--- config.mk ---
export PLATFORM = sky130hd
export DESIGN_NAME = rar_div
export DESIGN_NICKNAME = d
export VERILOG_FILES = /design/src/hw/rtl/rar_pkg.sv /design/src/hw/rtl/rar_div.sv
export SDC_FILE = /design/constraint.sdc
export NUM_CORES = 1
export LEC_CHECK = 0
export BUFFER_PORTS_ARGS = -buffer_cell sky130_fd_sc_hd__buf_4
export CAP_MARGIN = 15
export CORE_MARGIN = 2
export CORE_UTILIZATION = 50
export CTS_BUF_LIST = sky130_fd_sc_hd__clkbuf_8
export CTS_CLUSTER_DIAMETER = 40
export DETAILED_ROUTE_END_ITERATION = 10
export PLACE_DENSITY = 0.71
export SLEW_MARGIN = 10
export SYNTH_ARGS = -nofsm -noshare
export SYNTH_HDL_FRONTEND = slang
export SYNTH_SLANG_ARGS = --single-unit
--- constraint.sdc ---
create_clock -name clk_i -period 7.7 [get_ports clk_i]
set_input_delay 0.385 -clock clk_i [delete_from_list [all_inputs] [get_ports clk_i]]
set_output_delay 0.385 -clock clk_i [all_outputs]
set_load 0.005 [all_outputs]
--- src/hw/rtl/rar_pkg.sv ---
// Types and constants of the rational arithmetic reducer.
// Used by rar_div, rational_arith_reduce and rar_checker; depends on nothing.
`default_nettype none

package rar_pkg;

  localparam int unsigned RAR_WIDTH = 32;  // operand bits taken from each field
  localparam int unsigned RAR_MAG_W = 64;  // product, sum and GCD magnitude width

  typedef enum logic [1:0] {
    OP_ADD = 2'd0,
    OP_SUB = 2'd1,
    OP_MUL = 2'd2,
    OP_DIV = 2'd3
  } rar_op_e;

  typedef struct packed {
    logic [1:0]         opcode;
    logic signed [31:0] a_num;
    logic signed [31:0] a_den;
    logic signed [31:0] b_num;
    logic signed [31:0] b_den;
  } rar_in_t;

  typedef struct packed {
    logic signed [63:0] res_num;
    logic [62:0]        res_den;
    logic               status;
  } rar_out_t;

endpackage

`default_nettype wire

--- src/hw/rtl/rar_div.sv ---
// Restoring divider, one quotient bit per cycle.
// Depends on rar_pkg for the default width.
`default_nettype none

module rar_div #(
  parameter int unsigned DW = rar_pkg::RAR_MAG_W
) (
  input  logic          clk_i,
  input  logic          rst_ni,
  input  logic          start_i,
  input  logic [DW-1:0] dividend_i,
  input  logic [DW-1:0] divisor_i,
  output logic          done_o,
  output logic [DW-1:0] quot_o
);

  localparam int unsigned CW = $clog2(DW + 1);

  logic [DW:0]   rem_q, rem_d, rem_sh;
  logic [DW-1:0] quo_q, quo_d;
  logic [DW-1:0] dsr_q, dsr_d;
  logic [CW-1:0] cnt_q, cnt_d;
  logic          done_q, done_d;
  logic          ge;

  assign rem_sh = {rem_q[DW-1:0], quo_q[DW-1]};
  assign ge     = rem_sh >= {1'b0, dsr_q};

  always_comb begin
    rem_d  = rem_q;
    quo_d  = quo_q;
    dsr_d  = dsr_q;
    cnt_d  = cnt_q;
    done_d = 1'b0;
    if (start_i) begin
      rem_d = '0;
      quo_d = dividend_i;
      dsr_d = divisor_i;
      cnt_d = CW'(DW);
    end else if (cnt_q != '0) begin
      rem_d  = ge ? (rem_sh - {1'b0, dsr_q}) : rem_sh;
      quo_d  = {quo_q[DW-2:0], ge};
      cnt_d  = cnt_q - CW'(1);
      done_d = (cnt_q == CW'(1));
    end
  end

  always_ff @(posedge clk_i or negedge rst_ni) begin
    if (!rst_ni) begin
      cnt_q  <= '0;
      done_q <= 1'b0;
    end else begin
      cnt_q  <= cnt_d;
      done_q <= done_d;
    end
  end

  always_ff @(posedge clk_i) begin
    rem_q <= rem_d;
    quo_q <= quo_d;
    dsr_q <= dsr_d;
  end

  assign done_o = done_q;
  assign quot_o = quo_q;

endmodule

`default_nettype wire

==> run summary, run 1 <==
Status - finished clean
Share of post-route cells with drive strength above 1 - 22.4%
Max cap viols - 0
Overall Power - 4280 µW
Bufs on Longest Clock Path - 2
Setup WS pre-CTS - 3.88 ns
Number of I/O port buffers - 195
Initial Utilization - 51.2%
Slew @ Worst Pin - 1.08 ns
Worst Clk Skew - 0.0281 ns
Met3 usage - 5.57%
Busiest grt layer - met2
Synthesized area - 12,500 µm²
Clk Tree Root Cell - clkbuf_8
ANT nets after route - 0
FP Rows - 57
Most frequent cells in the layout - buf_4 (201), nand2_1 (157), edfxtp_1 (128), nor2_1 (119), a21oi_1 (112)
Post-synthesis sequential area ratio - 42.5%
RSZ-0062 raised after global routing - false
Ant. Diodes - 0
CTS tree - done
CP endpoint kind - flop
Clk sinks - 200
Number of synthesized flops with an enable pin - 128
DR pass1 iterations - 5
Mapped Cells - 1,326
Drt drc - 0
Fmax achieved - 260 MHz
Commonest non-fill, non-tap cell in the layout - buf_4
Worst vdd ir - 153 µV
Clock Pin Slew Worst Setup and Hold Paths - 0.13 ns
Post-synth top area share - 30.7%
Vias - 10,600
Mapped Avg Cell Area - 9.44 µm²
DR vias/cell - 5.84
GRT Overall Usage - 24.3%
RD Place Congestion - 0.913
Horiz. Die Dim - 162 µm
Ys flop type - edfxtp_1
CORE AREA - 24,500 µm²
Required @ worst endpoint - 8.10 ns
Die area - 26,300 µm²
Reg power frac - 35.6%
Min Tclk post-route - 3.84 ns
Drt total wl - 31,900 µm
Cts bufs inserted - 17
Met1 usage - 30.9%
Setup TNS - 0 ns
Clock power frac - 17.5%
Max-slew headroom at the worst pin - 28.2%
Fin. max-slew vios - 0
M2 GR Usage - 41.2%
Wirelength per Cell - 17.6 µm
Yosys cell types - 84
Nets - 1,670
Synth area leaders - edfxtp_1 (31%), dfxtp_1 (10%), ha_1 (6.6%)
Initial antenna violation count - 0
Comb pwr share - 46.9%
Ys Warns - 0
Vias in the first global route - 10,500
Arrival @ worst endpoint - 4.24 ns
Fillers - 2,162
Dominant cell type by area after synthesis - edfxtp_1
Global-route wire length before repair - 51,900 µm
Layout area overhead - 16.1%
Postcts setup bufs - 0
Crit-path max FO - 32
Largest net degree at the start of global routing - 102
Setup-failing EPs final - 0
Final Non-Filler Cells - 1,809
Yosys reg bits - 200
Initial DRC count - 715
Setup slack after layout - 3.86 ns
Final Hold Fails - 0
Critical path class - reg2reg
Clk_lat worst skew - 0.50 ns
Pint - 2450 µW
Setup crit start kind - flop
Final period utilization - 49.9%
H-Tree Depth - 4
Switching pwr - 1830 µW
# IOs - 196
Placed insts - 1,776
Die Ht - 162 µm
Min-delay worst type - in2reg
Global route total overflow - 0
Leak Pwr - 0.00615 µW
DP Wirelength - 23,300 µm
Util after Layout - 59.4%
Synth async-reset ratio - 4.00%
Pwr dens - 294 nW/µm²
Switching share of total power - 42.7%
Synthesized Nets - 1,524
-- per-layer routing --
| layer | wire, µm | up-vias | part of all wire (%) |
|---|---|---|---|
| met5 | 0 | - | 0 |
| met2 | 15300 | 360 | 48 |
| met3 | 2200 | 53 | 6.9 |
| li1 | - | 5157 | - |
| met4 | 744 | 0 | 2.3 |
| met1 | 13600 | 4992 | 43 |
-- registers in the layout (all words and copies together), names as in the netlist --
register  flops
cnt_q         7
done_o        1
dsr_q        64
quot_o       64
rem_q        64
-- logic make-up after synthesis --
| family | Yosys count | synth area share (%) |
|---|---|---|
| buffers and inverters | 161 | 5.66 |
| AOI/OAI and AO/OA | 371 | 20.8 |
| muxes | 68 | 6.08 |
| and+or+nand+nor | 414 | 15.0 |
| DFF | 200 | 42.5 |
| xor gates and xnor gates | 45 | 3.15 |
| adders and majority gates | 67 | 6.76 |
-- power by group through the flow --
stage,registers [µW],clock network [µW],logic (µW)
4_1_cts,1520,767,2000
6_report,1520,749,2010
3_3_place_gp,1540,0,1960
2_1_floorplan,1510,0,1510
3_5_place_dp,1540,0,1990
5_1_grt,1550,803,2240
-- worst paths after layout --
path | cells after the start | from | slack, ns | endpoint
setup / recovery | 12 | dsr_q[1] | 3.86 | rem_q[25]
hold / removal | 1 | divisor_i[6] | 0.06 | dsr_q[6]
setup reg to reg | 12 | dsr_q[1] | 3.86 | rem_q[25]
hold reg to reg | 2 | rem_q[9] | 0.50 | rem_q[9]
max in group asynchronous | 2 | rst_ni | 7.32 | cnt_q[6]
min in group asynchronous | 2 | rst_ni | 0.22 | cnt_q[0]
-- metrics by stage --
stage               area [µm²]  hold WS, ns
floorplan                12500       0.0894
global placement         14100        0.210
detailed placement       14100        0.216
CTS                      14500       0.0352
global route             14500       0.0259
finish                   14500       0.0555
-- cell type report --
type,instances,area [µm²],share of cell area [%]
multi-input cells,965,6500,44.7
flip-flops and latches,200,5330,36.6
repair buffers,203,1530,10.5
well taps,324,405,2.79
inverters,85,319,2.20
clock buffers,17,234,1.61
clock inverters,15,223,1.53
-- Yosys cell counts (9+ instances only) --
cell,instances
a211oi_1,31
a21o_1,23
a21oi_1,112
a311oi_1,35
buf_2,19
buf_6,9
clkbuf_1,44
dfxtp_1,64
edfxtp_1,128
ha_1,66
inv_1,84
mux2_2,64
nand2_1,158
nand2b_1,10
nand3_1,24
nand4_1,26
nor2_1,119
nor2b_1,9
nor3_1,30
o211ai_1,10
o21a_1,14
o21ai_0,52
o21bai_1,14
or3_1,12
xnor2_1,20
xor2_1,25
-- worst max-delay path, cell delays in order (launching register included) --
cell and delay [ns]:
edfxtp_1 0.44, inv_1 0.08, ha_1 0.23, nor2b_1 0.15
o31a_1 0.28, o21a_1 0.28, o21ai_2 0.25, a21oi_2 0.12
o31a_4 0.41, nor2_4 0.59, buf_4 0.46, nand2_1 0.14
a311oi_1 0.28
-- repair_timing --
item / CTS / global route
gates resized for setup: 0 / 0
hold buffers: 1 / 0
hold endpoints to repair: 8 / 0
No activity file was read; power rests on OpenSTA's default activity.
==> run 2: changes to the inputs <==
ABC_AREA = 1   (was not set)
PLACE_DENSITY = 0.73   (was 0.71)
clock period = 3.4 ns   (was 7.7 ns; I/O delays follow)
==> run 2 against run 1 <==
- critical path depth is 6 higher
- cell area is 25% higher
- non-clock buffer count is 140 higher
- worst hold slack better by 0.017 ns
- worst setup slack worse by 3.5 ns
- combinational power is 28% lower
- wire length is 56% higher
- first-iteration DRC count is 66% higher
- clock skew is 0.0016 ns higher
- synthesized cell count is 66% higher
- core utilization is 3.7 points higher
- critical endpoint is now rem_q[24]
==> run summary, run 2 <==
DP Wirelength - 37,900 µm (+63%)
Worst vdd ir - 324 µV (+110%)
Clk sinks - 200 (unchanged)
CP endpoint kind - flop
Required @ worst endpoint - 3.80 ns (-4.30 ns)
Fillers - 2,617 (+21%)
CTS tree - done
Compound-cell area share of the yosys netlist - 3.85% (-17 points)
Ys Warns - 0 (unchanged)
Commonest non-fill, non-tap cell in the layout - nand2_1
CP cell instances - inv_1 > ha_1 > nand2_2 > inv_2 > nand2_1 > nand2_1 > inv_2 > nand3_2 > nand2_2 > nand2_4 > nand2_2 > nand2_4 > nand2_4 > buf_4 > buf_4 > nand3_1 > nand3_1 > o21ai_1
Post-synth top area share - 26.4% (-4.3 points)
Critical path class - reg2reg
Clk Tree Root Cell - clkbuf_8
Post-synthesis sequential area ratio - 36.6% (-5.9 points)
Clock Pin Slew Worst Setup and Hold Paths - 0.12 ns (about the same)
Global route total overflow - 0 (unchanged)
Synth async-reset ratio - 4.00% (unchanged)
DR vias/cell - 5.03 (-14%)
Drt total wl - 49,600 µm (+56%)
Number of synthesized flops with an enable pin - 128 (unchanged)
Status - finished clean
Setup TNS - 0 ns (unchanged)
Placed insts - 2,746 (+55%)
Share of post-route cells with drive strength above 1 - 13.0% (-9.4 points)
Die area - 30,500 µm² (+16%)
Wirelength per Cell - 17.1 µm (-3.2%)
Nets - 2,708 (+62%)
Ys flop type - edfxtp_1
Design Area, Final - 18,100 µm² (+25%)
Setup crit start kind - flop
Global-route wire length before repair - 76,900 µm (+48%)
R2R setup slack - 0.34 ns (-3.51 ns)
Synth Area in Adders - 5.82% (-0.94 points)
Reg-to-reg endpoint - rem_q[24]
Largest net degree at the start of global routing - 84 (-18%)
Vias in the first global route - 14,400 (+38%)
Pwr dens - 345 nW/µm² (+17%)
Layout area overhead - 24.5%
H-Tree Depth - 4 (unchanged)
Synthesized Nets - 2,395 (+57%)
CORE AREA - 28,700 µm² (+17%)
Reg2Reg Depth - 18 (+6)
Number of I/O port buffers - 195 (unchanged)
CP max-delay cell - buf_4
Yosys cell types - 39 (-54%)
Vias - 14,600 (+39%)
Post-cts sizing count - 0 (unchanged)
Yosys reg bits - 200 (unchanged)
Synthesized area - 14,500 µm² (+16%)
# IOs - 196 (unchanged)
Post-Synth XOR/XNOR Area - 1.99% (-1.2 points)
Fin. max-slew vios - 0 (unchanged)
Fmax achieved - 327 MHz (+26%)
Leak Pwr - 0.00991 µW (+61%)
Hold slack - 0.0728 ns (+0.0173 ns)
GRT Overall Usage - 32.8% (+8.5 points)
Mux cell area share after synthesis - 0% (-6.1 points)
Dominant cell type by area after synthesis - edfxtp_1
Worst Clk Skew - 0.0297 ns (+0.00158 ns)
RD Place Congestion - 1.01 (+10%)
Horiz. Die Dim - 175 µm (+7.6%)
Drt drc - 0 (unchanged)
Min Tclk post-route - 3.06 ns (-0.786 ns)
Flip-flop and latch area - 5330 µm² (unchanged)
Mapped Avg Cell Area - 6.62 µm² (-30%)
Ant. Diodes - 0 (unchanged)
Bufs on Longest Clock Path - 2 (unchanged)
Largest family of logic cells by synthesized area - simple AND/OR/NAND/NOR gates
Initial DRC count - 1,185 (+66%)
Clk_lat worst skew - 0.53 ns (+0.03 ns)
Most common cell in the netlist - nand2_1
ANT nets after route - 0 (unchanged)
Hold_sp - dividend_i[0]
Cts bufs inserted - 17 (unchanged)
Post-synth top cells - nand2_1 (909), inv_1 (442), nand3_1 (143)
Initial antenna violation count - 0 (unchanged)
DR pass1 iterations - 7 (+2)
Most frequent cells in the layout - nand2_1 (909), inv_1 (440), buf_4 (212), nand3_1 (143), dlygate4sd3_1 (129)
Synth Area in Simple Gates - 38.0% (+23 points)
Min-delay worst type - in2reg
Final Hold Fails - 0 (unchanged)
Crit-path max FO - 28 (-13%)
Synth area leaders - edfxtp_1 (26%), nand2_1 (23%), inv_1 (11%)
Final Non-Filler Cells - 2,907 (+61%)
Die Ht - 175 µm (+7.6%)
Worst r2r src - dsr_q[8]
Arrival @ worst endpoint - 3.46 ns (-0.78 ns)
Post-Place Cell Area - 16,400 µm² (+16%)
Setup-failing EPs final - 0 (unchanged)
Multi-input gate area in the final layout - 7230 µm² (+11%)
Final period utilization - 89.9% (+40 points)
Slew @ Worst Pin - 1.00 ns (-0.0725 ns)
Worst hold endpoint - quot_o[0]
Hold Path Stages - 3 (+2)
RSZ-0062 raised after global routing - false
Max cap viols - 0 (unchanged)
Max-slew headroom at the worst pin - 33.0% (+4.8 points)
Mapped Cells - 2,197 (+66%)
Overall Power - 6240 µW (+46%)
FP Rows - 62 (+8.8%)
Initial Utilization - 50.7% (-0.50 points)
Biggest cell delay along the critical path - 0.44 ns (-0.15 ns)
[run 2: cell types whose count changed in the layout (fill, tap and decap cells not counted), moves of 21 or more]
cell           change
nand2_1          +752
a21oi_1           -65
nand3_1          +120
mux2_2            -64
dlygate4sd3_1    +128
xor2_1            -21
o21ai_0           -29
nand3b_1          +36
inv_1            +356
a211oi_1          -31
a311oi_1          -35
[run 2: cell type report]
| cell class | count | area share, % |
|---|---|---|
| Multi-Input combinational cell | 1495 | 39.9 |
| Clock buffer | 18 | 1.37 |
| Tap cell | 384 | 2.65 |
| Timing Repair Buffer | 343 | 16.1 |
| Inverter | 453 | 9.40 |
| Sequential cell | 200 | 29.4 |
| Clock inverter | 14 | 1.13 |
[run 2: cells by family (layout without fill, tap and decap cells)]
group / Yosys count / in the layout
AO/OA/AOI/OAI: 103 / 103
XOR/XNOR: 33 / 33
flip-flops: 200 / 200
adder cells (fa/ha/maj): 67 / 67
AND/OR/NAND/NOR: 1292 / 1292
buffers and inverters: 502 / 828
[run 2: metal layers]
metal / up-vias / GRT usage, % / share of wire [%]
met5: - / 0 / 0
met4: 0 / 14.3 / 4.2
met3: 95 / 7.50 / 7.4
met2: 561 / 53.0 / 45
met1: 6664 / 42.1 / 43
li1: 7313 / - / -
[run 2: worst max path at each step]
stage          startpoint   endpoint  slack (ns)  cells after the start
4_1_cts          dsr_q[8]  rem_q[24]        0.39                     18
6_report         dsr_q[8]  rem_q[24]        0.34                     18
3_5_place_dp    dsr_q[15]  rem_q[23]        0.43                     18
2_1_floorplan    cnt_q[0]  quot_o[0]        0.94                      9
3_3_place_gp    dsr_q[17]  rem_q[52]        0.48                     16
5_1_grt          dsr_q[8]  rem_q[24]        0.11                     18
[run 2: where the power goes]
part	switching, µW	internal, µW	leakage (µW)
Clock	1020	721	0.000221
Sequential	167	2880	0.00195
Combinational	805	644	0.00775
Total	1990	4250	0.00991
[run 2: critical path, delay by kind of cell, from the launching register on]
family	cells	cell delay (ns)
compound gates	1	0.06
simple gates	11	1.25
buf+inv	5	0.93
flops	1	0.34
fa+ha+maj	1	0.34
[run 2: per-stage QoR]
stage | setup slack, ns | util (%)
after detailed placement | 0.432 | 57.0
after global placement | 0.480 | 57.0
after CTS | 0.387 | 63.1
after global routing | 0.105 | 63.1
after floorplan | 0.940 | -
final | 0.342 | 63.1
[run 2: timing repair]
| action | 4_1_cts | 5_1_grt |
|---|---|---|
| endpoints found under the hold margin | 135 | 0 |
| hold buffers | 129 | 0 |
| setup buffers | 0 | 0 |
